$ cat src/sv/two_input_fuzzy_inference_assert.svh
// Assertion macros for the two-input fuzzy inference block.
// Expects clk and rst_n in the scope of the module that uses them.
`ifndef TWO_INPUT_FUZZY_INFERENCE_ASSERT_SVH
`define TWO_INPUT_FUZZY_INFERENCE_ASSERT_SVH

// property checked in the same cycle
`define TIFI_ASSERT(label, prop, msg) \
  label: assert property (@(posedge clk) disable iff (!rst_n) prop) else $error(msg);

// consequence checked in the cycle after the trigger
`define TIFI_ASSERT_NEXT(label, ante, cons, msg) \
  label: assert property (@(posedge clk) disable iff (!rst_n) (ante) |=> (cons)) else $error(msg);

`endif

$ cat src/sv/tifi_pkg.sv
// Shared types, widths and register codes of the two-input fuzzy inference block.
// No dependencies.
package tifi_pkg;

  localparam int ADC_BITS_DEF = 10;
  localparam int BRK_W        = 12;
  localparam int LVL_W        = 8;
  localparam int MU_W         = 9;
  localparam logic [MU_W-1:0] MU_ONE = 9'd256;
  localparam int RDEN_W       = 12;
  localparam int RDVD_W       = 21;
  localparam int RQ_W         = 9;
  localparam int PROD_W       = 17;
  localparam int NUM_W        = 20;
  localparam int WSUM_W       = 12;
  localparam int ODVD_W       = 28;
  localparam int CRISP_W      = 16;
  localparam int CFG_IDX_W    = 3;
  localparam int CFG_DATA_W   = 12;
  localparam int DIV_BPS_RAMP = 3;
  localparam int DIV_BPS_OUT  = 4;

  localparam logic [BRK_W-1:0] LOW_BREAK_RST  = 12'd802;
  localparam logic [BRK_W-1:0] MID_BREAK_RST  = 12'd1203;
  localparam logic [BRK_W-1:0] HIGH_BREAK_RST = 12'd2042;
  localparam logic [LVL_W-1:0] DIM_RST        = 8'd1;
  localparam logic [LVL_W-1:0] NORMAL_RST     = 8'd128;
  localparam logic [LVL_W-1:0] BRIGHT_RST     = 8'd255;

  typedef enum logic [CFG_IDX_W-1:0] {
    CFG_LOW_BREAK    = 3'd0,
    CFG_MID_BREAK    = 3'd1,
    CFG_HIGH_BREAK   = 3'd2,
    CFG_DIM_LEVEL    = 3'd3,
    CFG_NORMAL_LEVEL = 3'd4,
    CFG_BRIGHT_LEVEL = 3'd5
  } cfg_idx_t;

  typedef struct packed {
    logic [BRK_W-1:0] low_brk;
    logic [BRK_W-1:0] mid_brk;
    logic [BRK_W-1:0] high_brk;
    logic [LVL_W-1:0] dim_lvl;
    logic [LVL_W-1:0] normal_lvl;
    logic [LVL_W-1:0] bright_lvl;
  } cfg_t;

  // breakpoint compare results of one reading
  typedef struct packed {
    logic le_high;
    logic le_mid;
    logic le_low;
  } cmp_t;

  // ramp divisions of one reading: a is the falling side, b the rising side
  typedef struct packed {
    cmp_t              cmp;
    logic [RDVD_W-1:0] dvd_a;
    logic [RDVD_W-1:0] dvd_b;
    logic [RDEN_W-1:0] den;
  } fuzz_t;

endpackage

$ cat src/sv/tifi_rule.sv
// Rule stages: memberships, nine rule strengths, weighted sums, output dividend.
// Depends on tifi_pkg.
module tifi_rule
  import tifi_pkg::*;
(
  input  logic                  clk,
  input  logic                  rst_n,
  input  cfg_t                  cfg,
  input  logic                  in_valid,
  output logic                  in_ready,
  input  cmp_t [1:0]            in_cmp,
  input  logic [1:0][RQ_W-1:0]  in_qa,
  input  logic [1:0][RQ_W-1:0]  in_qb,
  output logic                  out_valid,
  input  logic                  out_ready,
  output logic [ODVD_W-1:0]     out_dvd,
  output logic [WSUM_W-1:0]     out_den,
  output logic                  out_zero
);

  logic [2:0]               v_r;
  logic [3:0]               en;
  logic [8:0][MU_W-1:0]     w_nxt, w_r;
  logic [8:0][PROD_W-1:0]   prod_nxt, prod_r;
  logic [WSUM_W-1:0]        den_nxt, den_r, den2_r;
  logic [ODVD_W-1:0]        dvd_nxt, dvd_r;
  logic                     zero_r;
  logic [LVL_W-1:0]         lvl [3];

  assign lvl[0] = cfg.dim_lvl;
  assign lvl[1] = cfg.normal_lvl;
  assign lvl[2] = cfg.bright_lvl;

  // memberships and pairwise minimums
  always_comb begin
    logic [2:0][MU_W-1:0] mu [2];
    for (int i = 0; i < 2; i++) begin
      mu[i][0] = in_cmp[i].le_low ? MU_ONE : (in_cmp[i].le_mid ? in_qa[i] : '0);
      mu[i][1] = in_cmp[i].le_low ? '0 :
                 (in_cmp[i].le_mid ? in_qb[i] : (in_cmp[i].le_high ? in_qa[i] : '0));
      mu[i][2] = in_cmp[i].le_mid ? '0 : (in_cmp[i].le_high ? in_qb[i] : MU_ONE);
    end
    for (int i = 0; i < 3; i++) begin
      for (int j = 0; j < 3; j++) begin
        w_nxt[i*3+j] = (mu[0][i] <= mu[1][j]) ? mu[0][i] : mu[1][j];
      end
    end
  end

  // level products and total weight
  always_comb begin
    logic [WSUM_W-1:0] acc;
    acc = '0;
    for (int k = 0; k < 9; k++) begin
      prod_nxt[k] = PROD_W'(lvl[k % 3] * w_r[k]);
      acc = acc + WSUM_W'(w_r[k]);
    end
    den_nxt = acc;
  end

  // weighted sum and rounded dividend
  always_comb begin
    logic [NUM_W-1:0] num;
    num = '0;
    for (int k = 0; k < 9; k++) begin
      num = num + NUM_W'(prod_r[k]);
    end
    dvd_nxt = {num, 8'b0} + ODVD_W'(den_r[WSUM_W-1:1]);
  end

  // handshake chain
  assign en[3] = out_ready;
  for (genvar s = 0; s < 3; s++) begin : g_en
    assign en[s] = !v_r[s] || en[s+1];
  end

  // valid bits
  always_ff @(posedge clk) begin
    if (!rst_n) begin
      v_r <= '0;
    end else begin
      if (en[0]) v_r[0] <= in_valid;
      if (en[1]) v_r[1] <= v_r[0];
      if (en[2]) v_r[2] <= v_r[1];
    end
  end

  // payload
  always_ff @(posedge clk) begin
    if (en[0]) begin
      w_r <= w_nxt;
    end
    if (en[1]) begin
      prod_r <= prod_nxt;
      den_r  <= den_nxt;
    end
    if (en[2]) begin
      dvd_r  <= dvd_nxt;
      den2_r <= den_r;
      zero_r <= (den_r == '0);
    end
  end

  assign in_ready  = en[0];
  assign out_valid = v_r[2];
  assign out_dvd   = dvd_r;
  assign out_den   = den2_r;
  assign out_zero  = zero_r;

endmodule
$ cat config.mk
export PLATFORM = sky130hd
export DESIGN_NAME = tifi_rule
export DESIGN_NICKNAME = d
export VERILOG_FILES = /design/src/sv/two_input_fuzzy_inference_assert.svh /design/src/sv/tifi_pkg.sv /design/src/sv/tifi_rule.sv
export SDC_FILE = /design/constraint.sdc
export NUM_CORES = 2
export LEC_CHECK = 0
export BUFFER_PORTS_ARGS = -buffer_cell sky130_fd_sc_hd__buf_2
export CAP_MARGIN = 10
export CORE_MARGIN = 5
export CORE_UTILIZATION = 35
export DETAILED_ROUTE_END_ITERATION = 8
export PLACE_DENSITY = 0.57
export SYNTH_ARGS = -nofsm -noshare
export SYNTH_HDL_FRONTEND = slang
export SYNTH_SLANG_ARGS = --single-unit
export TNS_END_PERCENT = 10
$ cat constraint.sdc
create_clock -name clk -period 6.6 [get_ports clk]
set_clock_uncertainty 0.1 [all_clocks]
set_input_delay 1.65 -clock clk [delete_from_list [all_inputs] [get_ports clk]]
set_output_delay 1.65 -clock clk [all_outputs]
set_load 0.01 [all_outputs]
==> results_dict.tcl <==
set metrics [dict create \
    status "finished, final reports clean" \
    postSynthAreaPerCell_um2 10.3 \
    grt_start_max_net_pins 85 \
    vias 25666 \
    cts_tree "yes" \
    finalWirelength_mm 103 \
    synthCells 3685 \
    synth-xor-area-share 0.0332 \
    grt_pass1_vias 26797 \
    final.period_utilization 0.890 \
    synthesis.area_um2 37800 \
    io_buffers 112 \
    die_h_um 339 \
    synth-seq-area-share 0.223 \
    grt_pass1_wl_mm 162 \
    grt_usage 0.182 \
    drv_slew 0 \
    postCtsSetupBuffers 0 \
    yosys_most_used_dff "edfxtp_1" \
    fmaxAchievable_mhz 170 \
    fin_cells 5230 \
    fillers 10597 \
    synth_area_leader_cell "fa_1" \
    path_max_fanout 20 \
    dp.cells 5163 \
    synth.most_common_cell "inv_1" \
    synth_fa_ha_area_frac 0.444 \
    h-tree-depth 2 \
    fp.dieArea_um2 115000 \
    end_kind "flop" \
    synth_top_family_by_area "adder cells" \
    wl_per_cell_um 19.7 \
    fp.dieW_um 339 \
    via_per_inst 4.91 \
    rows 120 \
    crit_type "input pin to flop" \
    ys_warn_count 0 \
    yosys-top-cells-count "inv_1 (743), fa_1 (557), ha_1 (453)" \
    path_clk_slew_ps 60 \
    r2r.worst_path.cells 15 \
    cp.arrival_ps 6060 \
    numCtsBuffers 36 \
    worst_skew_pair.late_latency_ps 560 \
    fin_util 0.386 \
    dp_hpwl_mm 83.5 \
    cts_buffer_depth 3 \
    synth_top_area_share 0.295 \
    ys_seq_elements 282 \
    setup_viol 0 \
    drc_errors 0 \
    fin_setup_tns_ps 0 \
    antenna_found_initial 4 \
    finalCriticalPeriod_ps 5870 \
    hp-class "flop to flop" \
    place.gp.congestion 0.872 \
    synthTopCellsByArea "fa_1 (29%), edfxtp_1 (22%), ha_1 (15%)" \
    firstDrtPassIters 5 \
    synth_edf_count 279 \
    relSlewSlack 0.284 \
    drt_iter0_markers 1633 \
    syn_to_final_growth_pct 9.48 \
    synth.distinct_cells 72 \
    required_ps 6790 \
    ctsResizeCount 0 \
    maxCapViolCount 0 \
    io_pins 149 \
    synthArstFlopShare 0 \
    start_kind "input pin" \
    final_antenna_net_count 0 \
    start_util 0.353 \
    drive_gt1_frac 0.0651 \
    worstMarginPinSlew_ps 1070 \
    yosys.area_share.simple 0.134 \
    numClockSinks 282 \
    hold_violations 0 \
    rsz0062_at_grt "false" \
    hold_depth 0 \
    finalNetCount 4914 \
    design.core.area_um2 107000 \
    gr-total-overflow 0 \
    synth.net_count 4801 \
    synth-compound-area-share 0.0606 \
    muxShareOfSynthArea 0.0220 \
    root_buffer "clkbuf_16" \
    postCtsHoldBufs 0 \
]
==> kinds of logic after synthesis <==
logic type               count (synthesis)
buffers and inverters                  830
flip-flops                             282
AND/OR/NAND/NOR                       1006
adder cells (fa/ha/maj)               1010
AO/OA/AOI/OAI                          335
multiplexers                            83
XOR/XNOR                               139
==> path summary, 6_finish.rpt <==
kind / startpoint / slack, ps / end
hold reg to reg: den_r[6]$_DFFE_PP_ / 350 / out_den[6]$_DFFE_PP_
hold / removal: den_r[6]$_DFFE_PP_ / 350 / out_den[6]$_DFFE_PP_
setup / recovery: cfg[2] / 730 / prod_r[100]$_DFFE_PP_
setup reg to reg: prod_r[122]$_DFFE_PP_ / 880 / out_dvd[26]$_DFFE_PP_
==> cell usage in the layout, fill, tap and decap left out, types with 46 or more instances in the layout <==
cell type	instances
a21oi_1	94
and2_1	338
buf_2	112
buf_4	46
edfxtp_1	279
fa_1	557
ha_1	453
inv_1	743
mux2i_1	83
nand2_1	407
nor2_1	81
o21ai_0	48
xnor2_1	108
==> worst max-delay path, stage by stage <==
cell	delay (ps)
buf_2	270
buf_4	250
and2_1	160
fa_1	410
inv_1	70
fa_1	400
inv_1	70
ha_1	230
fa_1	440
ha_1	320
nor2b_1	140
o21ai_0	240
a21boi_0	170
o21ai_0	290
a21oi_1	170
a41o_1	290
o41a_1	320
xor2_1	150
==> per-stage QoR <==
stage / worst slack, ps / cell area [um2] / hold WS (ps)
2_1_floorplan: 532 / 37800 / 327
3_3_place_gp: 212 / 40200 / 337
3_5_place_dp: 188 / 40200 / 340
4_1_cts: 732 / 41400 / 359
5_1_grt: 412 / 41400 / 373
6_report: 728 / 41400 / 354
==> per-layer routing <==
layer | global-route usage | part of all wire
met1 | 0.261 | 0.46
met2 | 0.294 | 0.45
met3 | 0.0237 | 0.057
met4 | 0.0453 | 0.028
met5 | 0 | 0.00019
==> state kept, by name (all words and copies together) (netlist names) <==
| signal | cells |
|---|---|
| prod_r | 153 |
| den_r | 12 |
| out_den | 12 |
| v_r | 3 |
| w_r | 81 |
| out_dvd | 20 |
| out_zero | 1 |
==> layout make-up <==
| type | count | area (um2) | area share |
|---|---|---|---|
| Sequential cell | 282 | 8440 | 0.204 |
| Antenna cell | 2 | 5.00 | 0.000121 |
| Inverter | 743 | 2790 | 0.0673 |
| Tap cell | 1403 | 1760 | 0.0424 |
| Clock inverter | 21 | 229 | 0.00553 |
| Clock buffer | 44 | 952 | 0.0230 |
| Multi-Input combinational cell | 2573 | 26300 | 0.634 |
| Timing Repair Buffer | 162 | 986 | 0.0238 |
Power is left out: the tool's default activity adds up to more than one toggle a clock period on the data nets, which glitch-free logic cannot reach.
