<file path="src/sv/two_input_fuzzy_inference_assert.svh">
// Assertion macros for the two-input fuzzy inference block.
// Expects clk and rst_n in the scope of the module that uses them.
`ifndef TWO_INPUT_FUZZY_INFERENCE_ASSERT_SVH
`define TWO_INPUT_FUZZY_INFERENCE_ASSERT_SVH

// property checked in the same cycle
`define TIFI_ASSERT(label, prop, msg) \
  label: assert property (@(posedge clk) disable iff (!rst_n) prop) else $error(msg);

// consequence checked in the cycle after the trigger
`define TIFI_ASSERT_NEXT(label, ante, cons, msg) \
  label: assert property (@(posedge clk) disable iff (!rst_n) (ante) |=> (cons)) else $error(msg);

`endif

</file>
<file path="src/sv/tifi_pkg.sv">
// Shared types, widths and register codes of the two-input fuzzy inference block.
// No dependencies.
package tifi_pkg;

  localparam int ADC_BITS_DEF = 10;
  localparam int BRK_W        = 12;
  localparam int LVL_W        = 8;
  localparam int MU_W         = 9;
  localparam logic [MU_W-1:0] MU_ONE = 9'd256;
  localparam int RDEN_W       = 12;
  localparam int RDVD_W       = 21;
  localparam int RQ_W         = 9;
  localparam int PROD_W       = 17;
  localparam int NUM_W        = 20;
  localparam int WSUM_W       = 12;
  localparam int ODVD_W       = 28;
  localparam int CRISP_W      = 16;
  localparam int CFG_IDX_W    = 3;
  localparam int CFG_DATA_W   = 12;
  localparam int DIV_BPS_RAMP = 3;
  localparam int DIV_BPS_OUT  = 4;

  localparam logic [BRK_W-1:0] LOW_BREAK_RST  = 12'd802;
  localparam logic [BRK_W-1:0] MID_BREAK_RST  = 12'd1203;
  localparam logic [BRK_W-1:0] HIGH_BREAK_RST = 12'd2042;
  localparam logic [LVL_W-1:0] DIM_RST        = 8'd1;
  localparam logic [LVL_W-1:0] NORMAL_RST     = 8'd128;
  localparam logic [LVL_W-1:0] BRIGHT_RST     = 8'd255;

  typedef enum logic [CFG_IDX_W-1:0] {
    CFG_LOW_BREAK    = 3'd0,
    CFG_MID_BREAK    = 3'd1,
    CFG_HIGH_BREAK   = 3'd2,
    CFG_DIM_LEVEL    = 3'd3,
    CFG_NORMAL_LEVEL = 3'd4,
    CFG_BRIGHT_LEVEL = 3'd5
  } cfg_idx_t;

  typedef struct packed {
    logic [BRK_W-1:0] low_brk;
    logic [BRK_W-1:0] mid_brk;
    logic [BRK_W-1:0] high_brk;
    logic [LVL_W-1:0] dim_lvl;
    logic [LVL_W-1:0] normal_lvl;
    logic [LVL_W-1:0] bright_lvl;
  } cfg_t;

  // breakpoint compare results of one reading
  typedef struct packed {
    logic le_high;
    logic le_mid;
    logic le_low;
  } cmp_t;

  // ramp divisions of one reading: a is the falling side, b the rising side
  typedef struct packed {
    cmp_t              cmp;
    logic [RDVD_W-1:0] dvd_a;
    logic [RDVD_W-1:0] dvd_b;
    logic [RDEN_W-1:0] den;
  } fuzz_t;

endpackage

</file>
<file path="src/sv/tifi_div.sv">
// Pipelined restoring divider, up to BPS quotient bits per stage, with sideband.
// Depends on tifi_pkg and two_input_fuzzy_inference_assert.svh.
`include "two_input_fuzzy_inference_assert.svh"
module tifi_div
  import tifi_pkg::*;
#(
  parameter int DVD_W = RDVD_W,
  parameter int DEN_W = RDEN_W,
  parameter int Q_W   = RQ_W,
  parameter int BPS   = DIV_BPS_RAMP,
  parameter int SB_W  = 1
) (
  input  logic             clk,
  input  logic             rst_n,
  input  logic             in_valid,
  output logic             in_ready,
  input  logic [DVD_W-1:0] in_dvd,
  input  logic [DEN_W-1:0] in_den,
  input  logic [SB_W-1:0]  in_side,
  output logic             out_valid,
  input  logic             out_ready,
  output logic [Q_W-1:0]   out_q,
  output logic [SB_W-1:0]  out_side
);

  localparam int CW  = DEN_W + Q_W;
  localparam int NST = (Q_W + BPS - 1) / BPS;

  logic [NST-1:0]   v_r;
  logic [CW-1:0]    rem_r   [NST];
  logic [Q_W-1:0]   q_r     [NST];
  logic [DEN_W-1:0] den_r   [NST];
  logic [SB_W-1:0]  sb_r    [NST];
  logic [CW-1:0]    rem_nxt [NST];
  logic [Q_W-1:0]   q_nxt   [NST];
  logic [NST-1:0]   v_in;
  logic [CW-1:0]    rem_in  [NST];
  logic [Q_W-1:0]   q_in    [NST];
  logic [DEN_W-1:0] den_in  [NST];
  logic [SB_W-1:0]  sb_in   [NST];
  logic [NST:0]     en;
  logic [CW-1:0]    last_den_ext;

  // a stage moves when it is empty or the next one moves
  assign en[NST] = out_ready;

  for (genvar s = 0; s < NST; s++) begin : g_stage
    assign en[s] = !v_r[s] || en[s+1];

    if (s == 0) begin : g_first
      assign v_in[s]   = in_valid;
      assign rem_in[s] = CW'(in_dvd);
      assign q_in[s]   = '0;
      assign den_in[s] = in_den;
      assign sb_in[s]  = in_side;
    end else begin : g_next
      assign v_in[s]   = v_r[s-1];
      assign rem_in[s] = rem_r[s-1];
      assign q_in[s]   = q_r[s-1];
      assign den_in[s] = den_r[s-1];
      assign sb_in[s]  = sb_r[s-1];
    end

    // quotient bits of this stage, most significant first
    always_comb begin
      logic [CW-1:0]  r;
      logic [CW-1:0]  sh;
      logic [Q_W-1:0] q;
      logic           ge;
      r = rem_in[s];
      q = q_in[s];
      for (int j = 0; j < BPS; j++) begin
        if (s * BPS + j < Q_W) begin
          sh = CW'(den_in[s]) << (Q_W - 1 - s * BPS - j);
          ge = (r >= sh);
          if (ge) begin
            r = r - sh;
          end
          q = {q[Q_W-2:0], ge};
        end
      end
      rem_nxt[s] = r;
      q_nxt[s]   = q;
    end

    // valid bit
    always_ff @(posedge clk) begin
      if (!rst_n) begin
        v_r[s] <= 1'b0;
      end else if (en[s]) begin
        v_r[s] <= v_in[s];
      end
    end

    // payload
    always_ff @(posedge clk) begin
      if (en[s]) begin
        rem_r[s] <= rem_nxt[s];
        q_r[s]   <= q_nxt[s];
        den_r[s] <= den_in[s];
        sb_r[s]  <= sb_in[s];
      end
    end
  end

  assign in_ready     = en[0];
  assign out_valid    = v_r[NST-1];
  assign out_q        = q_r[NST-1];
  assign out_side     = sb_r[NST-1];
  assign last_den_ext = CW'(den_r[NST-1]);

  `TIFI_ASSERT(a_rem_below_den, (v_r[NST-1] && (den_r[NST-1] != '0)) |-> (rem_r[NST-1] < last_den_ext), "divider remainder not below divisor")

endmodule

</file>
<file path="config.mk">
export PLATFORM = sky130hd
export DESIGN_NAME = tifi_div
export DESIGN_NICKNAME = d
export VERILOG_FILES = /design/src/sv/tifi_pkg.sv /design/src/sv/tifi_div.sv
export VERILOG_INCLUDE_DIRS = /design/src /design/src/sv
export SDC_FILE = /design/constraint.sdc
export NUM_CORES = 1
export LEC_CHECK = 0
export BUFFER_PORTS_ARGS = -buffer_cell sky130_fd_sc_hd__buf_2
export CAP_MARGIN = 40
export CELL_PAD_IN_SITES_DETAIL_PLACEMENT = 1
export CELL_PAD_IN_SITES_GLOBAL_PLACEMENT = 1
export CORE_MARGIN = 2
export CORE_UTILIZATION = 45
export DETAILED_ROUTE_END_ITERATION = 12
export PLACE_DENSITY_LB_ADDON = 0.05
export REMOVE_ABC_BUFFERS = 1
export SYNTH_ARGS = -nofsm -noshare
export SYNTH_HDL_FRONTEND = slang
export SYNTH_SLANG_ARGS = --single-unit
</file>
<file path="constraint.sdc">
create_clock -name clk -period 9.2 [get_ports clk]
set_input_delay 0 -clock clk [delete_from_list [all_inputs] [get_ports clk]]
set_output_delay 0 -clock clk [all_outputs]
set_load 0.01 [all_outputs]
</file>
==> results of run 1 <==
-- per-stage QoR --
stage                     setup WS (ns)  hold slack [ns]  cells
final                            0.8326          0.02678   1418
after global routing             0.1788          0.04777   1418
after CTS                        0.6982          0.02028   1417
after detailed placement         0.7419           0.1789   1380
after global placement           0.9150           0.1776   1378
after floorplan                  0.5066          0.09887   1050
-- registers in the layout, indices dropped and copies added (netlist names) --
name and cells:
rem_r 42, q_r 18, out_valid 1, den_r 24
v_in 2, sb_r 3
-- metal layers --
metal	GRT usage, %	part of all wire (%)	up-vias	wire [µm]
li1	-	-	4082	-
met5	0	0.048	-	13
met1	29.08	42	3921	11250
met4	10.81	3.5	2	954
met2	46.92	52	106	14050
met3	3.344	2.5	50	679
-- path summary, 6_finish.rpt --
check / to / slack, ns / cells after the start
setup / recovery: rem_r[0][35] / 0.83 / 30
hold / removal: rem_r[0][6] / 0.03 / 3
setup reg to reg: rem_r[0][35] / 0.83 / 30
hold reg to reg: q_r[0][26] / 0.42 / 0
-- layout make-up --
| type | count | area [µm²] |
|---|---|---|
| Clock buffer | 9 | 225.2 |
| Clock inverter | 7 | 95.09 |
| Fill cell | 2420 | 9783 |
| Inverter | 84 | 317.8 |
| Multi-Input combinational cell | 876 | 6285 |
| Sequential cell | 90 | 2673 |
| Tap cell | 270 | 337.8 |
| Timing Repair Buffer | 82 | 583.1 |
-- cell usage in the layout, fill, tap and decap left out, types with 23 or more instances in the layout --
cell type and instances:
a21o_1 40, a21oi_1 90, buf_2 49, edfxtp_1 87
ha_1 108, inv_1 82, nand2_1 93, nor2_1 79
nor2b_1 23, o21ai_0 77, xnor2_1 50, xor2_1 30
-- critical path, delay by kind of cell (launching register included) --
| kind | cells | cell delay [ns] |
|---|---|---|
| mux | 2 | 0.73 |
| simple gates | 7 | 1.91 |
| compound gates | 14 | 3.46 |
| fa+ha+maj | 3 | 0.99 |
| flops | 1 | 0.41 |
| buf+inv | 4 | 0.62 |
-- what timing repair did --
item                       CTS  global route
hold buffers                21             0
setup endpoints to repair    0             1
hold endpoints to repair    22             0
gates resized for setup      0             1
-- cell families after synthesis --
logic type      Yosys count  share of synthesized area [%]
compound gates          321                          21.65
xor+xnor                 81                          7.658
fa+ha+maj               116                          16.15
buf+inv                 105                          4.571
flops                    90                          28.55
mux                      35                          4.103
simple gates            323                          17.32
==> results by group, run 1 <==
GRT
  – Gr usage total: 25.29%
  – Total congestion overflow: 0
  – Vias in the first global route: 8615
  – First-pass GRT wire length: 43.79 mm
  – Largest net degree at the start of global routing: 30
  – Initial antenna violation count: 2

Routing
  – Vias per inst: 5.755
  – First-pass iteration count of the detailed router: 4
  – Drt wl/cell: 19.01 µm
  – Drt total wl: 26.96 mm
  – Final ANT Viol Nets: 0
  – Iteration-0 DRC Markers: 300
  – DRC violations left: 0
  – Via count: 8161

Floorplanning
  – Die H: 148.2 µm
  – IO Pins: 50
  – Core region area: 0.02030 mm²
  – FP Rows: 52
  – Initial Util: 46.12%
  – Die width: 148.2 µm
  – Die area: 0.02197 mm²

Synthesis
  – Synth top area cells: edfxtp_1 28%, ha_1 14%, a21oi_1 4.8%
  – Share of the synthesized area in the top cell type: 27.91%
  – Sequential area share after synthesis: 28.55%
  – Leading area contributor after synthesis: edfxtp_1
  – Post-synth top cells: 108 x ha_1, 94 x nand2_1, 90 x a21oi_1
  – Cell with the most instances after synthesis: ha_1
  – Mean Syn Cell Area: 8.741 µm²
  – Async SR Flop Fraction: 0%
  – EDFF count, synth: 87
  – Synth Register Bits: 90
  – Yosys cell types: 81
  – Synth Instances: 1071
  – Ys Warns: 0
  – Top FF cell, synth: edfxtp_1
  – Mapped cell area: 0.009361 mm²

Setup path
  – R2r startpoint: den_r[0][4]
  – CP max FO: 15
  – Critical Path RT: 9.31 ns
  – Cell mode on critical path: a21oi_1
  – Critical Path End Type: register
  – WS Path Type: register to register
  – Startpoint Class: register
  – Critical Path Max Stage Delay: 0.44 ns
  – Critical Path AT: 8.48 ns
  – CP startpoint: den_r[0][4]
  – Slowest CP cell: and4_1

Min path
  – Worst hold path type: input pin to register
  – Min-delay src: in_dvd[6]

Timing
  – Tcrit/Tclk final: 90.95%
  – Final setup vio count: 0
  – RSZ-0062 raised after global routing: false
  – Fmax: 119.5 MHz
  – Worst Skew: 0.007400 ns
  – Final hold vios: 0
  – Setup TNS: 0 ns
  – Slew of the pin with the lowest slew margin: 0.6892 ns
  – Max Slew Vio Count: 0
  – Period minus WS final: 8.367 ns
  – Slew HR: 52.74%

Placement
  – RePlAce Congestion: 0.8795
  – IO Port Bufs: 49
  – Dpl cell area: 0.009968 mm²
  – HPWL Detailed: 22.41 mm

Layout
  – Area grow syn2layout: 12.34%
  – Post-route cell area: 0.01052 mm²
  – Nets@finish: 1297
  – N_diodes: 0
  – Fin util: 51.81%
  – Layout cells sized above 1: 11.15%

Clock tree
  – CTS tree: built
  – Setup Fix Bufs, Post-CTS: 0
  – Clk_lat worst skew: 0.36 ns
  – H-tree levels: 3
  – CTS root buf: clkbuf_16
  – # clock sinks: 90
  – CTS clock-pin slew for the worst setup and hold paths: 0.07 ns
  – CTS Buffer Depth: 2
  – TritonCTS Buffers: 9

Status
  – Status: complete, no violations

Run
  – Max-cap violation count: 0
Power of run 1 is not shown: default switching activity piles up to over one toggle a cycle in this logic, so the estimate is an artifact.
==> run 2: changes to the inputs <==
CELL_PAD_IN_SITES_DETAIL_PLACEMENT = 0   (was 1)
==> results by group, run 2 (synthesis gave the netlist of run 1 again) <==
GRT
  – Largest net degree at the start of global routing: 30
  – Vias in the first global route: 7770
  – First-pass GRT wire length: 39.12 mm
  – Met3 global-route usage: 3.037%
  – Met1 GRT Util: 26.96%
  – Total congestion overflow: 0
  – Initial antenna violation count: 1
  – Gr usage total: 22.64%
  – Met2 usage: 40.81%
  – Most Used Layer, Global Route: met2

Setup path
  – Critical Path End Type: register
  – Cell mode on critical path: a21oi_1
  – Critical Path RT: 9.30 ns
  – Startpoint Class: register
  – R2r startpoint: rem_r[0][16]
  – CP startpoint: rem_r[0][16]
  – Slowest CP cell: or4_4
  – WS Path Type: register to register
  – Critical Path Max Stage Delay: 0.54 ns
  – CP max FO: 15
  – Critical Path AT: 8.46 ns
  – R2R setup slack: 0.84 ns

Layout
  – Area occupied by multi-input gates: 0.006280 mm²
  – Nets@finish: 1296
  – Area grow syn2layout: 11.92%
  – Most frequent cells in the layout: 108 x ha_1, 93 x nand2_1, 90 x a21oi_1
  – Largest Register: rem_r
  – Max reg flops: 42
  – Sequential Area: 0.002673 mm²
  – Top flop regs: rem_r (42), den_r (24), q_r (18)
  – Most common cell after layout, fill and taps aside: ha_1
  – Fill cells: 1972
  – Layout cells sized above 1: 11.07%

Timing
  – Worst Skew: 0.007436 ns
  – Fmax: 119.7 MHz
  – Final setup vio count: 0
  – Final hold vios: 0
  – Setup TNS: 0 ns
  – RSZ-0062 raised after global routing: false
  – Period minus WS final: 8.356 ns
  – Slew of the pin with the lowest slew margin: 0.8029 ns
  – Max Slew Vio Count: 0
  – Tcrit/Tclk final: 90.83%
  – Slew HR: 45.09%

Clock tree
  – Setup Fix Bufs, Post-CTS: 0
  – Clk_lat worst skew: 0.35 ns
  – CTS clock-pin slew for the worst setup and hold paths: 0.07 ns
  – H-tree levels: 3
  – # clock sinks: 90
  – CTS root buf: clkbuf_16
  – CTS Buffer Depth: 2
  – CTS tree: built
  – TritonCTS Buffers: 9
  – Post-CTS sizing: 0

Placement
  – RePlAce Congestion: 0.8795
  – HPWL Detailed: 20.11 mm
  – IO Port Bufs: 49

Floorplanning
  – Die area: 0.02197 mm²
  – IO Pins: 50
  – Initial Util: 46.12%
  – Die H: 148.2 µm
  – FP Rows: 52
  – Die width: 148.2 µm
  – Core region area: 0.02030 mm²

Routing
  – Iteration-0 DRC Markers: 330
  – Vias per inst: 5.571
  – First-pass iteration count of the detailed router: 5
  – Final ANT Viol Nets: 0
  – DRC violations left: 0
  – Via count: 7900
  – Drt wl/cell: 17.08 µm
  – Drt total wl: 24.21 mm

Min path
  – Worst hold path type: input pin to register
  – Min-delay src: in_dvd[6]

Run
  – Max-cap violation count: 0

Status
  – Status: complete, no violations
[run 2: cell types whose count changed in the layout (fill, tap and decap cells not counted)]
cell,delta
clkinvlp_4,+2
bufinv_16,-1
clkinv_4,-1
diode_2,+1
dlymetal6s2s_1,-1
nor3_1,+1
nor3_2,-1
[run 2: critical path: cells and delay by family (launching register included)]
kind / cells / cell delay (ns)
compound gates: 13 / 3.04
fa+ha+maj: 3 / 1.02
buf+inv: 4 / 0.50
flops: 1 / 0.45
mux: 2 / 0.72
simple gates: 8 / 2.37
[run 2: routing by layer]
| layer | wire length (µm) | vias to the layer above | part of all wire [%] |
|---|---|---|---|
| li1 | - | 4108 | - |
| met1 | 10490 | 3624 | 43 |
| met2 | 12060 | 126 | 50 |
| met3 | 694 | 42 | 2.9 |
| met4 | 968 | 0 | 4.0 |
| met5 | 0 | - | 0 |
[run 2: final cells by class]
class | instances | area share (%)
Antenna cell | 1 | 0.02388
Clock buffer | 9 | 2.150
Clock inverter | 7 | 0.6807
Inverter | 84 | 3.033
Multi-Input combinational cell | 876 | 59.94
Sequential cell | 90 | 25.51
Tap cell | 270 | 3.224
Timing Repair Buffer | 81 | 5.445
[run 2: worst paths after layout]
check                  to  cells after the start
max          rem_r[0][35]                     30
min           rem_r[0][6]                      3
max reg2reg  rem_r[0][35]                     30
min reg2reg    q_r[0][25]                      0
[run 2: per-stage QoR]
| step | instance area (µm²) | hold slack [ns] | setup WS (ns) | std cells | util [%] |
|---|---|---|---|---|---|
| floorplan | 9251 | 0.09887 | 0.5066 | 1050 | - |
| global placement | 9921 | 0.1776 | 0.9150 | 1378 | 48.87 |
| detailed placement | 9968 | 0.1787 | 0.8701 | 1380 | 49.11 |
| CTS | 10480 | 0.02009 | 0.8401 | 1417 | 51.60 |
| global route | 10480 | 0.04400 | 0.1190 | 1417 | 51.60 |
| finish | 10480 | 0.02049 | 0.8438 | 1418 | 51.61 |
[run 2: what timing repair did]
action,4_1_cts,5_1_grt
hold endpoints to repair,22,0
hold buffers,21,0
setup endpoints to repair,0,0
Power of run 2 is left out for the same reason.
==> run 3: changes to the inputs <==
CORE_UTILIZATION = 35   (was 45)
==> results by group, run 3 (synthesis gave the netlist of run 1 again) <==
Status
  – Status: complete, but fails checks
  – Failing checks: design-rule violations

Timing
  – Final setup vio count: 0
  – RSZ-0062 raised after global routing: false
  – Setup TNS: 0 ns
  – Fmax: 120.0 MHz
  – Tcrit/Tclk final: 90.58%
  – Slew of the pin with the lowest slew margin: 0.7817 ns
  – Hold Slack: 0.05305 ns
  – Max Slew Vio Count: 0
  – Final hold vios: 0
  – Worst Skew: 0.01464 ns
  – Slew HR: 46.54%
  – Period minus WS final: 8.334 ns

Layout
  – Max reg flops: 42
  – Most frequent cells in the layout: 108 x ha_1, 93 x nand2_1, 90 x a21oi_1
  – Area grow syn2layout: 12.98%
  – Nets@finish: 1298
  – Largest Register: rem_r
  – Most common cell after layout, fill and taps aside: ha_1
  – Layout cells sized above 1: 11.14%
  – Top flop regs: rem_r (42), den_r (24), q_r (18)
  – N_diodes: 0

Clock tree
  – # clock sinks: 90
  – Clk_lat worst skew: 0.35 ns
  – CTS clock-pin slew for the worst setup and hold paths: 0.08 ns
  – CTS root buf: clkbuf_16
  – Post-CTS sizing: 0
  – CTS Buffer Depth: 2
  – H-tree levels: 3
  – CTS tree: built
  – TritonCTS Buffers: 9

Floorplanning
  – Initial Util: 35.82%
  – Die width: 167.5 µm
  – FP Rows: 59
  – Die H: 167.5 µm
  – Core region area: 0.02613 mm²
  – IO Pins: 50
  – Die area: 0.02807 mm²

Setup path
  – Critical Path Max Stage Delay: 0.54 ns
  – Startpoint Class: register
  – Slowest CP cell: or4_4
  – Cell mode on critical path: a21oi_1
  – CP max FO: 17
  – Critical Path AT: 8.43 ns
  – WS Path Type: register to register
  – R2R setup slack: 0.87 ns
  – R2r startpoint: rem_r[0][16]
  – CP startpoint: rem_r[0][16]
  – Critical Path RT: 9.30 ns
  – Critical Path End Type: register

Min path
  – Worst hold path type: input pin to register
  – Min-delay src: out_ready

Routing
  – Via count: 7904
  – Final ANT Viol Nets: 0
  – Drt total wl: 26.02 mm
  – Iteration-0 DRC Markers: 464
  – Drt wl/cell: 17.54 µm
  – First-pass iteration count of the detailed router: 9
  – Vias per inst: 5.326
  – DRC violations left: 1

GRT
  – Initial antenna violation count: 0
  – Total congestion overflow: 0
  – Gr usage total: 19.18%
  – Largest net degree at the start of global routing: 30
  – Vias in the first global route: 8090
  – First-pass GRT wire length: 42.36 mm

Placement
  – RePlAce Congestion: 0.8638
  – HPWL Detailed: 22.00 mm
  – IO Port Bufs: 49

Run
  – Max-cap violation count: 0
-- run 3: changes by cell type in the layout (fill, tap and decap cells not counted) --
cell and change:
buf_12 +1, buf_16 -1, buf_4 +1, clkinv_4 +1
clkinv_8 +1, clkinvlp_4 -2, diode_2 -1, dlygate4sd3_1 +1
-- run 3: routing by layer --
metal	vias to the layer above	global-route usage (%)	part of all wire [%]
li1	4091	-	-
met1	3680	22.93	44
met2	102	36.21	52
met3	31	1.938	1.7
met4	0	5.633	2.2
met5	-	0	0
-- run 3: area by class of cell --
class	instances	area [µm²]
clock inverters	7	81.33
inverters	84	317.8
fillers	2702	15560
clock buffers	9	225.2
repair buffers	83	580.6
well taps	335	419.2
flip-flops and latches	90	2673
multi-input cells	876	6280
-- run 3: critical path: cells and delay by family (launching register included) --
family	cells	cell delay, ns
adder cells (fa/ha/maj)	3	1.19
AO/OA/AOI/OAI	13	3.02
buffers and inverters	4	0.67
multiplexers	1	0.34
AND/OR/NAND/NOR	9	2.40
flip-flops	1	0.43
-- run 3: final timing paths --
check	end	cells after the start
worst max-delay path	rem_r[0][25]	30
worst min-delay path	out_valid	3
worst max register to register	rem_r[0][25]	30
worst min register to register	q_r[0][26]	0
-- run 3: timing repair --
item,CTS,global route
hold buffers,22,0
hold endpoints to repair,23,0
setup buffers,0,0
-- run 3: through the flow --
| step | util, % | setup WS [ns] | cells | area, µm² |
|---|---|---|---|---|
| after floorplan | - | 0.5066 | 1050 | 9251 |
| after global placement | 38.30 | 0.9596 | 1444 | 10010 |
| after detailed placement | 38.46 | 0.8245 | 1446 | 10050 |
| after CTS | 40.47 | 0.7945 | 1484 | 10580 |
| after global routing | 40.47 | 0.2188 | 1484 | 10580 |
| final | 40.47 | 0.8663 | 1484 | 10580 |
Power of run 3 is left out for the same reason.
