--- src/sv/two_input_fuzzy_inference_assert.svh ---
// Assertion macros for the two-input fuzzy inference block.
// Expects clk and rst_n in the scope of the module that uses them.
`ifndef TWO_INPUT_FUZZY_INFERENCE_ASSERT_SVH
`define TWO_INPUT_FUZZY_INFERENCE_ASSERT_SVH

// property checked in the same cycle
`define TIFI_ASSERT(label, prop, msg) \
  label: assert property (@(posedge clk) disable iff (!rst_n) prop) else $error(msg);

// consequence checked in the cycle after the trigger
`define TIFI_ASSERT_NEXT(label, ante, cons, msg) \
  label: assert property (@(posedge clk) disable iff (!rst_n) (ante) |=> (cons)) else $error(msg);

`endif

--- src/sv/tifi_pkg.sv ---
// Shared types, widths and register codes of the two-input fuzzy inference block.
// No dependencies.
package tifi_pkg;

  localparam int ADC_BITS_DEF = 10;
  localparam int BRK_W        = 12;
  localparam int LVL_W        = 8;
  localparam int MU_W         = 9;
  localparam logic [MU_W-1:0] MU_ONE = 9'd256;
  localparam int RDEN_W       = 12;
  localparam int RDVD_W       = 21;
  localparam int RQ_W         = 9;
  localparam int PROD_W       = 17;
  localparam int NUM_W        = 20;
  localparam int WSUM_W       = 12;
  localparam int ODVD_W       = 28;
  localparam int CRISP_W      = 16;
  localparam int CFG_IDX_W    = 3;
  localparam int CFG_DATA_W   = 12;
  localparam int DIV_BPS_RAMP = 3;
  localparam int DIV_BPS_OUT  = 4;

  localparam logic [BRK_W-1:0] LOW_BREAK_RST  = 12'd802;
  localparam logic [BRK_W-1:0] MID_BREAK_RST  = 12'd1203;
  localparam logic [BRK_W-1:0] HIGH_BREAK_RST = 12'd2042;
  localparam logic [LVL_W-1:0] DIM_RST        = 8'd1;
  localparam logic [LVL_W-1:0] NORMAL_RST     = 8'd128;
  localparam logic [LVL_W-1:0] BRIGHT_RST     = 8'd255;

  typedef enum logic [CFG_IDX_W-1:0] {
    CFG_LOW_BREAK    = 3'd0,
    CFG_MID_BREAK    = 3'd1,
    CFG_HIGH_BREAK   = 3'd2,
    CFG_DIM_LEVEL    = 3'd3,
    CFG_NORMAL_LEVEL = 3'd4,
    CFG_BRIGHT_LEVEL = 3'd5
  } cfg_idx_t;

  typedef struct packed {
    logic [BRK_W-1:0] low_brk;
    logic [BRK_W-1:0] mid_brk;
    logic [BRK_W-1:0] high_brk;
    logic [LVL_W-1:0] dim_lvl;
    logic [LVL_W-1:0] normal_lvl;
    logic [LVL_W-1:0] bright_lvl;
  } cfg_t;

  // breakpoint compare results of one reading
  typedef struct packed {
    logic le_high;
    logic le_mid;
    logic le_low;
  } cmp_t;

  // ramp divisions of one reading: a is the falling side, b the rising side
  typedef struct packed {
    cmp_t              cmp;
    logic [RDVD_W-1:0] dvd_a;
    logic [RDVD_W-1:0] dvd_b;
    logic [RDEN_W-1:0] den;
  } fuzz_t;

endpackage

--- src/sv/tifi_fuzz.sv ---
// Input stage: scales readings, compares against breakpoints, forms ramp divisions.
// Depends on tifi_pkg.
module tifi_fuzz
  import tifi_pkg::*;
#(
  parameter int ADC_BITS = ADC_BITS_DEF
) (
  input  logic                clk,
  input  logic                rst_n,
  input  cfg_t                cfg,
  input  logic                in_valid,
  output logic                in_ready,
  input  logic [ADC_BITS-1:0] rd_one,
  input  logic [ADC_BITS-1:0] rd_two,
  output logic                out_valid,
  input  logic                out_ready,
  output fuzz_t [1:0]         out_fz
);

  localparam int XW    = ADC_BITS + 2;
  localparam int CMP_W = (XW > BRK_W) ? XW : BRK_W;

  logic [XW-1:0] xs [2];
  fuzz_t [1:0]   fz_nxt;
  fuzz_t [1:0]   fz_r;
  logic          v_r;
  logic          en;

  assign xs[0] = {rd_one, 2'b00};
  assign xs[1] = {rd_two, 2'b00};

  // membership region and ramp operands per reading
  always_comb begin
    logic [CMP_W-1:0] xe, le, me, he;
    logic [BRK_W-1:0] na, nb, d;
    logic             used;
    cmp_t             c;
    le = CMP_W'(cfg.low_brk);
    me = CMP_W'(cfg.mid_brk);
    he = CMP_W'(cfg.high_brk);
    for (int i = 0; i < 2; i++) begin
      xe = CMP_W'(xs[i]);
      c.le_low  = (xe <= le);
      c.le_mid  = (xe <= me);
      c.le_high = (xe <= he);
      if (c.le_mid) begin
        na = BRK_W'(me - xe);
        nb = BRK_W'(xe - le);
        d  = cfg.mid_brk - cfg.low_brk;
      end else begin
        na = BRK_W'(he - xe);
        nb = BRK_W'(xe - me);
        d  = cfg.high_brk - cfg.mid_brk;
      end
      used = (c.le_mid && !c.le_low) || (!c.le_mid && c.le_high);
      fz_nxt[i].cmp   = c;
      fz_nxt[i].den   = d;
      fz_nxt[i].dvd_a = used ? ({1'b0, na, 8'b0} + RDVD_W'(d[BRK_W-1:1])) : '0;
      fz_nxt[i].dvd_b = used ? ({1'b0, nb, 8'b0} + RDVD_W'(d[BRK_W-1:1])) : '0;
    end
  end

  assign en = !v_r || out_ready;

  // valid bit
  always_ff @(posedge clk) begin
    if (!rst_n) begin
      v_r <= 1'b0;
    end else if (en) begin
      v_r <= in_valid;
    end
  end

  // payload
  always_ff @(posedge clk) begin
    if (en) begin
      fz_r <= fz_nxt;
    end
  end

  assign in_ready  = en;
  assign out_valid = v_r;
  assign out_fz    = fz_r;

endmodule

--- config.mk ---
export PLATFORM = sky130hd
export DESIGN_NAME = tifi_fuzz
export DESIGN_NICKNAME = d
export VERILOG_FILES = /design/src/sv/two_input_fuzzy_inference_assert.svh /design/src/sv/tifi_pkg.sv /design/src/sv/tifi_fuzz.sv
export SDC_FILE = /design/constraint.sdc
export NUM_CORES = 1
export LEC_CHECK = 0
export BUFFER_PORTS_ARGS = -buffer_cell sky130_fd_sc_hd__buf_4
export CORE_AREA = 2 2 150 182
export CTS_BUF_LIST = sky130_fd_sc_hd__clkbuf_4
export CTS_CLUSTER_SIZE = 40
export DETAILED_ROUTE_END_ITERATION = 12
export DIE_AREA = 0 0 152 184
export PLACE_DENSITY_LB_ADDON = 0.15
export RECOVER_POWER = 100
export SYNTH_ARGS = -nofsm -noshare
export SYNTH_HDL_FRONTEND = slang
export SYNTH_SLANG_ARGS = --single-unit
export TNS_END_PERCENT = 1
--- constraint.sdc ---
create_clock -name clk -period 4.2 [get_ports clk]
set_input_delay 0.42 -clock clk [delete_from_list [all_inputs] [get_ports clk]]
set_output_delay 0.42 -clock clk [all_outputs]
set_load 0.01 [all_outputs]
==> metrics.yaml, run 1 <==
setup_path:
  r2r_cells: 2
  cp.arrival_ns: 4.34
  worst-setup-path-type: "in -> reg"
  critPathRequiredTime_ns: 4.56
  critPathMaxFanout: 18
  start_kind: "input pin"
  crit_path_end_kind: "flip-flop"
timing:
  fmax_mhz: 251
  rsz0062_at_grt: "false"
  maxSlewViolCount: 35
  layout_min_cycle_time_ns: 3.98
  final_hold_viol_count: 0
  finalSetupViolations: 0
  worst_slew_pin_slew_ns: 1.64
  skew_ns: 0.0205
  relSlewSlack_pct: -9.37
  period_share_pct: 94.8
  tns_ns: 0
logic_synthesis:
  yosys-top-cells-count: "ha_1 (114), nor2_1 (102), edfxtp_1 (98), nand2_1 (97), a21oi_1 (85)"
  syn_inst: 1146
  synthTopCellsByArea: "edfxtp_1 (28%), ha_1 (14%), xnor2_1 (5.9%)"
  synth_top_family_by_area: "compound AO/OA/AOI/OAI gates"
  yosys_most_used_dff: "edfxtp_1"
  synthAdderAreaFrac_pct: 15.0
  synth_xor_area_share_pct: 9.41
  netlist_area_mm2: 0.0103
  synth_edf_count: 98
  synth_nets: 1350
  synth_seq_area_share_pct: 28.7
  synth_area_leader_cell: "edfxtp_1"
  synthArstFlopShare_pct: 0
  synthMuxAreaShare_pct: 3.16
  synth_cell_types: 93
  synth_top_area_share_pct: 28.5
  synth_most_common_cell: "ha_1"
  yosysWarnings: 0
  synth-seq-cells: 99
  synth_simple_gate_area_share_pct: 18.6
  synth_compound_area_share_pct: 19.1
  avgSynthCellArea_um2: 9.02
global_routing:
  grt_antenna_before_repair: 1
  grt-ovfl-total: 0
  grt_pass1_wl_um: 49800
  grt_pass1_vias: 8657
  grt_max_degree: 38
  track_usage_pct: 23.1
detailed_routing:
  wl_met1_um: 15100
  routedWlPerCell_um: 18.9
  drc: 0
  wl_met2_um: 15000
  wirelength_um: 32600
  vias: 9236
  highest_layer: "met4"
  drt_pass1_iterations: 6
  dr_wl_met3_um: 1530
  ant_nets: 0
  viasPerCell: 5.35
  drt_iter0_drc: 679
min_path:
  hold_path_depth: 3
  holdCritPathClass: "in -> reg"
finish:
  nets: 1588
  drive_gt1_share_pct: 14.5
  synthToLayoutAreaGrowth_pct: 17.3
  fin_area_mm2: 0.0121
  num-fill-cells: 2681
cts:
  cts_buffer_depth: 2
  ctsResizeCount: 0
  path_clk_slew_ns: 0.15
  cts_tree: "built"
  clk_latency_ns: 0.50
  cts_setup_buffers: 0
  cts_root_buffer: "clkbuf_4"
  cts_buffers: 9
  cts_hold_buf: 0
  h-tree-depth: 3
  cts_sinks: 99
floorplanning:
  fp.dieW_um: 152
  start_util_pct: 39.6
  die_y_um: 184
  core_mm2: 0.0261
  ioPinCount: 200
  rows: 65
  dieArea_mm2: 0.0280
flow_run:
  drv_cap: 1
placement:
  dpl-instance-area_mm2: 0.0126
  dpl.hpwl_um: 27600
  place.gp.congestion: 0.912
  io_buffers: 175
power_and_ir_drop:
  p_leak_uw: 0.00539
  p_per_area_mw_per_mm2: 356
  peakVddDrop_mv: 0.135
  total_power_uw: 4320
status:
  outcome: "complete, but fails checks"
  violations: "capacitance limit, slew limit"
per-layer routing:
metal,global-route usage [%],vias up
met4,8.07,0
met2,37.7,286
met3,3.04,44
met5,0,-
li1,-,4627
met1,31.5,4279
placed cells by master, fill, tap and decap left out, types with 12 or more instances in the layout:
master	synthesis	routed
nor2_1	102	103
a211oi_1	10	12
edfxtp_1	98	98
ha_1	114	114
xor2_1	41	41
a31oi_1	15	16
buf_4	21	141
a21oi_1	85	86
nand2_1	97	97
o21ai_0	44	45
nor3_1	33	34
clkbuf_1	11	128
mux2i_1	26	26
nand4_1	15	15
nor2b_1	28	28
nand3_1	19	19
clkbuf_4	0	12
and3_1	12	12
inv_1	78	78
a21o_1	25	25
xnor2_1	70	70
flip-flops by register name, indices dropped and copies added, names as in the netlist:
register / count
out_fz: 98
out_valid: 1
report_power, final:
part	internal, uW	total [uW]	switching [uW]
registers	1390	1460	69.8
logic	956	2400	1440
clock network	129	457	327
total	2470	4320	1840
per-stage QoR:
step / worst slack [ns] / cells / util, % / hold slack, ns
global route: 0.0455 / 1725 / 46.5 / 0.132
finish: 0.220 / 1725 / 46.5 / 0.159
global placement: 0.0201 / 1708 / 48.2 / 0.679
detailed placement: -0.0664 / 1708 / 48.2 / 0.693
CTS: 0.510 / 1724 / 48.7 / 0.0945
floorplan: 0.142 / 1146 / - / 0.559
path summary, 6_finish.rpt:
path	startpoint	slack, ns	to
setup reg to reg	out_valid$_SDFFE_PN0P_	1.48	out_fz[84]$_SDFFCE_PN0P_
setup / recovery	cfg[37]	0.22	out_fz[89]$_SDFFCE_PN0P_
hold reg to reg	out_valid$_SDFFE_PN0P_	1.64	out_fz[50]$_SDFFCE_PN0P_
hold / removal	in_valid	0.16	out_valid$_SDFFE_PN0P_
critical path, stage by stage:
cell and delay [ns]:
buf_4 0.11, inv_1 0.06, buf_4 0.16, ha_1 0.29, a211oi_1 0.53, nor4_4 0.11
a2111oi_4 0.41, nor2_1 0.22, buf_12 0.19, inv_4 0.06, clkbuf_2 0.45, mux2i_1 0.24
clkbuf_1 0.24, nand4b_2 0.19, nor3_2 0.28, and3_1 0.21, nor3b_2 0.16
cell type report:
type / instances / area (um^2) / share of cell area (%)
Multi-Input combinational cell: 915 / 6670 / 55.0
Clock inverter: 6 / 42.5 / 0.351
Tap cell: 335 / 419 / 3.46
Antenna cell: 1 / 2.50 / 0.0206
Timing Repair Buffer: 279 / 1650 / 13.6
Clock buffer: 10 / 75.1 / 0.619
Sequential cell: 99 / 2960 / 24.4
Inverter: 80 / 304 / 2.51
cells by family (layout without fill, tap and decap cells):
group / Yosys count / in the layout
other cells: 0 / 1
mux: 31 / 31
buf+inv: 132 / 375
xor+xnor: 111 / 111
compound gates: 283 / 283
fa+ha+maj: 120 / 120
flops: 99 / 99
simple gates: 370 / 370
No activity file was read; power rests on OpenSTA's default activity.
==> run 2, diff against run 1 <==
==> constraint.sdc (replaced) <==
create_clock -name clk -period 3.6 [get_ports clk]
set_input_delay 0.36 -clock clk [delete_from_list [all_inputs] [get_ports clk]]
set_output_delay 0.36 -clock clk [all_outputs]
set_load 0.02 [all_outputs]
==> run 2 against run 1 <==
Compared with the run above:
- the flow still finishes with violations (capacitance limit, slew limit)
- sequential cell count did not move
- first-iteration DRC count rose by 27%
- hold slack got worse by 0.093 ns
- register-to-register slack got worse by 0.91 ns
- utilization rose by 5.0 points
- count of clock-buffer cells in the layout fell by 1
- routed wire length rose by 6.9%
- clock power rose by 25%
- combinational power rose by 43%
- clock skew rose by 0.0025 ns
- setup slack got worse by 0.10 ns
- total power rose by 32%
==> metrics.yaml, run 2 (same netlist as run 1, synthesis figures left out) <==
detailed_routing:
  drc: 0  # unchanged
  highest_layer: "met4"
  drt_iter0_drc: 860  # +27%
  dr_wl_met3_um: 1590  # +3.8%
  routedWlPerCell_um: 18.7  # -1.2%
  ant_nets: 0  # unchanged
  wirelength_um: 34800  # +6.9%
  wl_met1_um: 16000  # +5.9%
  drt_pass1_iterations: 5  # -1
  wl_met2_um: 16900  # +12%
  vias: 9884  # +7.0%
  viasPerCell: 5.29  # -1.1%
cts:
  clk_latency_ns: 0.52  # +0.02 ns
  cts_tree: "built"
  cts_hold_buf: 0  # unchanged
  cts_buffers: 9  # unchanged
  h-tree-depth: 3  # unchanged
  cts_sinks: 99  # unchanged
  path_clk_slew_ns: 0.17  # +0.02 ns
  cts_buffer_depth: 2  # unchanged
  cts_root_buffer: "clkbuf_4"
floorplanning:
  core_mm2: 0.0261  # unchanged
  dieArea_mm2: 0.0280  # unchanged
  rows: 65  # unchanged
  fp.dieW_um: 152  # unchanged
  start_util_pct: 39.6  # unchanged
  ioPinCount: 200  # unchanged
  die_y_um: 184  # unchanged
finish:
  mostFrequentLayoutCell: "buf_4"
  nets: 1730  # +8.9%
  drive_gt1_share_pct: 24.6  # +10 points
  synthToLayoutAreaGrowth_pct: 29.8
  mostFrequentLayoutCells: "buf_4 (295), clkbuf_1 (121), ha_1 (112), nor2_1 (100), edfxtp_1 (98)"
  largest_reg_flops: 98  # unchanged
global_routing:
  grt_pass1_wl_um: 52500  # +5.5%
  grt_antenna_before_repair: 1  # unchanged
  track_usage_pct: 24.4  # +1.4 points
  grt_max_degree: 48  # +26%
  grt_pass1_vias: 9241  # +6.7%
  grt-ovfl-total: 0  # unchanged
timing:
  fmax_mhz: 287
  final_hold_viol_count: 0  # unchanged
  relSlewSlack_pct: -57.5  # -48 points
  whs_ns: 0.0656  # -0.0934 ns
  worst_slew_pin_slew_ns: 2.36  # +0.722 ns
  finalSetupViolations: 0  # unchanged
  maxSlewViolCount: 48  # +37%
  setup_ws_ns: 0.116  # -0.104 ns
  layout_min_cycle_time_ns: 3.48
  skew_ns: 0.0230  # +0.00252 ns
  tns_ns: 0  # unchanged
  period_share_pct: 96.8
setup_path:
  cp_cell_sequence: "buf_4 > clkinvlp_4 > ha_1 > nor2b_1 > o21ai_2 > a21boi_2 > o21ai_2 > a21oi_1 > o211a_1 > or3_4 > a31oi_4 > xnor2_4 > ha_1 > nor2_1 > a211o_1 > a31oi_4 > nand2_1 > mux2_4"
  max_stage_delay_ns: 0.39  # -0.14 ns
  r2r-start: "out_valid$_SDFFE_PN0P_"
  worst-setup-path-type: "in -> reg"
  cp.arrival_ns: 3.77  # -0.57 ns
  critPathMaxFanout: 4  # -14
  r2r_slack_ns: 0.57  # -0.91 ns
  crit_path_end_kind: "flip-flop"
  start_kind: "input pin"
  setup.worst_path.start: "cfg[37]"
  r2r_cells: 2  # unchanged
  crit_path_end: "out_fz[49]$_SDFFCE_PN0P_"
  timing.rr.end: "out_fz[34]$_SDFFCE_PN0P_"
  critPathRequiredTime_ns: 3.89  # -0.67 ns
  crit_path_top_delay_cell: "or3_4"
status:
  violations: "capacitance limit, slew limit"
  outcome: "complete, but fails checks"
placement:
  dpl.hpwl_um: 29600  # +7.3%
  place.gp.congestion: 0.945  # +3.6%
  io_buffers: 175  # unchanged
  pre_cts_ws_ns: -0.525  # -0.458 ns
min_path:
  holdCritPathClass: "in -> reg"
power_and_ir_drop:
  p_per_area_mw_per_mm2: 424  # +19%
  peakVddDrop_mv: 0.163  # +20%
  p_leak_uw: 0.00614  # +14%
flow_run:
  drv_cap: 1  # unchanged
[run 2: cell types whose count changed in the layout (fill, tap and decap cells not counted), sizes merged]
cell | previous run | this run
clkbuf | 144 | 131
clkinv | 4 | 2
clkinvlp | 2 | 3
inv | 80 | 82
buf | 145 | 299
[run 2: metrics by stage]
stage	power [uW]	std cells	area, um^2	utilization (%)
floorplan	3850	1146	10400	-
global placement	5320	1849	13700	52.3
detailed placement	5350	1849	13700	52.3
CTS	5920	1865	13800	52.8
global route	6060	1867	13400	51.4
finish	5690	1867	13400	51.4
[run 2: worst max-delay path: cells and delay by family]
family,cells,cell delay [ns]
AO/OA/AOI/OAI,8,1.50
AND/OR/NAND/NOR,4,0.69
adder cells (fa/ha/maj),2,0.58
multiplexers,1,0.29
buffers and inverters,2,0.20
XOR/XNOR,1,0.14
[run 2: routing by layer]
metal	global-route usage (%)	vias to the layer above
met2	42.8	291
met3	2.43	25
li1	-	4912
met1	33.0	4656
met5	0	-
met4	4.82	0
[run 2: worst min-delay path by stage]
| stage | start | to | slack, ns | cells after the start |
|---|---|---|---|---|
| finish | in_valid | out_valid$_SDFFE_PN0P_ | 0.07 | 3 |
| CTS | in_valid | out_valid$_SDFFE_PN0P_ | 0.04 | 3 |
| floorplan | in_valid | out_valid$_SDFFE_PN0P_ | 0.50 | 2 |
| global route | in_valid | out_valid$_SDFFE_PN0P_ | 0.04 | 3 |
| global placement | in_valid | out_valid$_SDFFE_PN0P_ | 0.62 | 3 |
| detailed placement | in_valid | out_valid$_SDFFE_PN0P_ | 0.63 | 3 |
[run 2: power breakdown]
group	total, uW	switching [uW]	leakage, uW	internal (uW)
registers	1700	82.4	0.00108	1620
clock network	573	421	0.0000640	152
logic	3420	2040	0.00499	1370
[run 2: area by class of cell]
cell class | instances | area (um^2)
antenna | 1 | 2.50
tap | 335 | 419
clock inverter | 7 | 58.8
multi-input combinational | 915 | 6840
sequential | 99 | 2960
clock buffer | 9 | 67.6
inverter | 80 | 312
timing repair buffer | 421 | 2750
fill | 2625 | 12700
[run 2: timing repair]
action / in CTS / in global routing
gates resized for setup: 0 / 21
endpoints found under the hold margin: 0 / 0
setup buffers: 0 / 1
setup endpoints to repair: 0 / 37
==> run 3, diff against run 2 <==
--- a/config.mk
+++ b/config.mk
@@ -5,6 +5,7 @@
 export SDC_FILE = /design/constraint.sdc
 export NUM_CORES = 1
 export LEC_CHECK = 0
+export ABC_CLOCK_PERIOD_IN_PS = 3600
 export BUFFER_PORTS_ARGS = -buffer_cell sky130_fd_sc_hd__buf_4
 export CORE_AREA = 2 2 150 182
 export CTS_BUF_LIST = sky130_fd_sc_hd__clkbuf_4
@@ -13,6 +14,7 @@
 export DIE_AREA = 0 0 152 184
 export PLACE_DENSITY_LB_ADDON = 0.15
 export RECOVER_POWER = 100
+export REMOVE_ABC_BUFFERS = 1
 export SYNTH_ARGS = -nofsm -noshare
 export SYNTH_HDL_FRONTEND = slang
 export SYNTH_SLANG_ARGS = --single-unit
==> run 3 against run 2 <==
Compared with the run above:
- the run still ends with capacitance limit, slew limit left
- total power up 0.51%
- die area unchanged
- routed wire length up 2.5%
- first-iteration DRC count down 39%
- combinational power down 1%
- critical endpoint is now out_fz[82]$_SDFFCE_PN0P_
- largest power group unchanged
==> metrics.yaml, run 3 (same netlist as run 1, synthesis figures left out) <==
floorplanning:
  core_mm2: 0.0261  # unchanged
  dieArea_mm2: 0.0280  # unchanged
  die_y_um: 184  # unchanged
  fp.dieW_um: 152  # unchanged
  rows: 65  # unchanged
  start_util_pct: 39.6  # unchanged
  ioPinCount: 200  # unchanged
status:
  violations: "capacitance limit, slew limit"
  outcome: "complete, but fails checks"
cts:
  cts_tree: "built"
  cts_root_buffer: "clkbuf_4"
  clk_latency_ns: 0.53  # about the same
  cts_buffers: 9  # unchanged
  h-tree-depth: 3  # unchanged
  cts_buffer_depth: 2  # unchanged
  path_clk_slew_ns: 0.16  # about the same
  cts_sinks: 99  # unchanged
detailed_routing:
  wirelength_um: 35700  # +2.5%
  vias: 9962  # +0.79%
  routedWlPerCell_um: 18.9  # +1.4%
  ant_nets: 0  # unchanged
  viasPerCell: 5.28  # -0.33%
  drt_iter0_drc: 528  # -39%
  drc: 0  # unchanged
  drt_pass1_iterations: 4  # -1
setup_path:
  crit_path_end_kind: "flip-flop"
  critPathBufInv: 5  # +3
  r2r_slack_ns: 0.61  # +0.04 ns
  crit_path_end: "out_fz[82]$_SDFFCE_PN0P_"
  crit_path_top_delay_cell: "a2111oi_4"
  cp_cell_sequence: "buf_4 > inv_1 > clkbuf_1 > ha_2 > clkbuf_1 > nand2_1 > o21ai_1 > a2111oi_4 > nor2_4 > a31oi_1 > a31oi_1 > xnor2_1 > buf_4 > ha_1 > a31oi_1 > nand2_2 > and3_1 > nor3_1"
  start_kind: "input pin"
  worst-setup-path-type: "in -> reg"
  timing.rr.end: "out_fz[28]$_SDFFCE_PN0P_"
  r2r-start: "out_valid$_SDFFE_PN0P_"
  r2r_cells: 2  # unchanged
  crit_family: "compound AO/OA/AOI/OAI gates"
  max_stage_delay_ns: 0.57  # +0.18 ns
  cp.depth: 18  # unchanged
  critPathMaxFanout: 5  # +1
  worst_path_most_repeated_cell: "a31oi_1"
  cp.arrival_ns: 3.94  # +0.17 ns
  critPathRequiredTime_ns: 3.98  # +0.09 ns
  setup.worst_path.start: "cfg[43]"
placement:
  dpl.hpwl_um: 30500  # +3.1%
  io_buffers: 175  # unchanged
  place.gp.congestion: 0.928  # -1.8%
  pre_cts_ws_ns: -0.605  # -0.0801 ns
global_routing:
  track_usage_pct: 25.2  # +0.72 points
  grt_pass1_vias: 9712  # +5.1%
  grt_pass1_wl_um: 54100  # +3.0%
  grt_antenna_before_repair: 1  # unchanged
  grt_max_degree: 45  # -6.3%
  grt-ovfl-total: 0  # unchanged
power_and_ir_drop:
  p_sw_share_pct: 43.6  # -1.1 points
  intPower_uw: 3220  # +2.5%
  power_frac_comb_pct: 59.0  # -1.0 points
  p_per_area_mw_per_mm2: 424  # about the same
  p_switching_uw: 2500  # -2.0%
  peakVddDrop_mv: 0.240  # +48%
  p_clk_share_pct: 11.3  # +1.2 points
  p_leak_uw: 0.00622  # +1.3%
  seqPwrFrac_pct: 29.8  # about the same
timing:
  finalSetupViolations: 0  # unchanged
  period_share_pct: 99.1  # +2.3 points
  rsz0062_at_grt: "true"
  whs_ns: 0.0777  # +0.0122 ns
  fmax_mhz: 280  # -2.3%
  setup_ws_ns: 0.0320  # -0.0838 ns
  worst_slew_pin_slew_ns: 2.34  # -0.0223 ns
  layout_min_cycle_time_ns: 3.57  # +0.0838 ns
  relSlewSlack_pct: -56.1  # +1.5 points
  maxSlewViolCount: 45  # -6.3%
  final_hold_viol_count: 0  # unchanged
  skew_ns: 0.0180  # -0.00500 ns
finish:
  largest_reg_flops: 98  # unchanged
  synthToLayoutAreaGrowth_pct: 30.6
  mostFrequentLayoutCell: "buf_4"
  mostFrequentLayoutCells: "buf_4 (305), clkbuf_1 (129), ha_1 (112), nor2_1 (102), edfxtp_1 (98)"
  nets: 1751  # +1.2%
  drive_gt1_share_pct: 24.6  # about the same
  num-fill-cells: 2589  # -1.4%
flow_run:
  drv_cap: 1  # unchanged
min_path:
  holdCritPathClass: "in -> reg"
## run 3: changes by cell type in the layout (fill, tap and decap cells not counted), sizes merged
| cell | change |
|---|---|
| clkbuf | +9 |
| clkinv | +1 |
| clkinvlp | -3 |
| buf | +13 |
| bufinv | +1 |
## run 3: area by class of cell
cell class / count / area (um^2) / area share (%)
well taps: 335 / 419 / 3.11
flip-flops and latches: 99 / 2960 / 21.9
inverters: 80 / 308 / 2.28
clock inverters: 6 / 63.8 / 0.473
repair buffers: 442 / 2890 / 21.4
clock buffers: 10 / 75.1 / 0.556
diodes: 1 / 2.50 / 0.0185
multi-input cells: 915 / 6780 / 50.2
## run 3: repair_timing
item / in CTS / in global routing
setup endpoints to repair: 1 / 40
resized for setup: 1 / 19
setup buffers: 0 / 1
hold buffers: 0 / 0
pin swaps: 0 / 9
## run 3: power by group through the flow
| stage | sequential [uW] | clock (uW) | combinational (uW) |
|---|---|---|---|
| floorplan | 2150 | 0 | 1590 |
| finish | 1700 | 644 | 3370 |
| CTS | 1720 | 657 | 3630 |
| global placement | 1740 | 0 | 3600 |
| global route | 1740 | 706 | 3680 |
| detailed placement | 1740 | 0 | 3610 |
## run 3: worst reg2reg max path: cells and delay by family (launching register included)
family,cells,cell delay (ns)
AND/OR/NAND/NOR,1,1.57
buffers and inverters,1,0.74
flip-flops,1,0.34
## run 3: how the worst min path moves through the flow
stage                     depth (start not counted)  startpoint  slack, ns                      to
final                                             3    in_valid       0.08  out_valid$_SDFFE_PN0P_
after global placement                            3    in_valid       0.62  out_valid$_SDFFE_PN0P_
after global routing                              2       rst_n       0.06  out_valid$_SDFFE_PN0P_
after floorplan                                   2    in_valid       0.50  out_valid$_SDFFE_PN0P_
after CTS                                         3    in_valid       0.06  out_valid$_SDFFE_PN0P_
after detailed placement                          3    in_valid       0.64  out_valid$_SDFFE_PN0P_
## run 3: per-layer routing
metal,vias up,track usage (%),part of all wire (%)
li1,4941,-,-
met1,4683,31.8,44
met2,277,43.3,47
met3,61,3.23,4.3
met4,0,10.6,4.0
met5,-,0,0
## run 3: through the flow
| stage | instance area, um^2 | util, % | setup TNS (ns) | power (uW) | instances |
|---|---|---|---|---|---|
| floorplan | 10000 | - | -26.04 | 3740 | 1094 |
| global placement | 13800 | 52.8 | -17.16 | 5340 | 1870 |
| detailed placement | 13800 | 52.8 | -18.89 | 5360 | 1870 |
| CTS | 13900 | 53.4 | 0 | 6010 | 1886 |
| global route | 13500 | 51.7 | -1.68 | 6120 | 1888 |
| finish | 13500 | 51.7 | 0 | 5720 | 1888 |
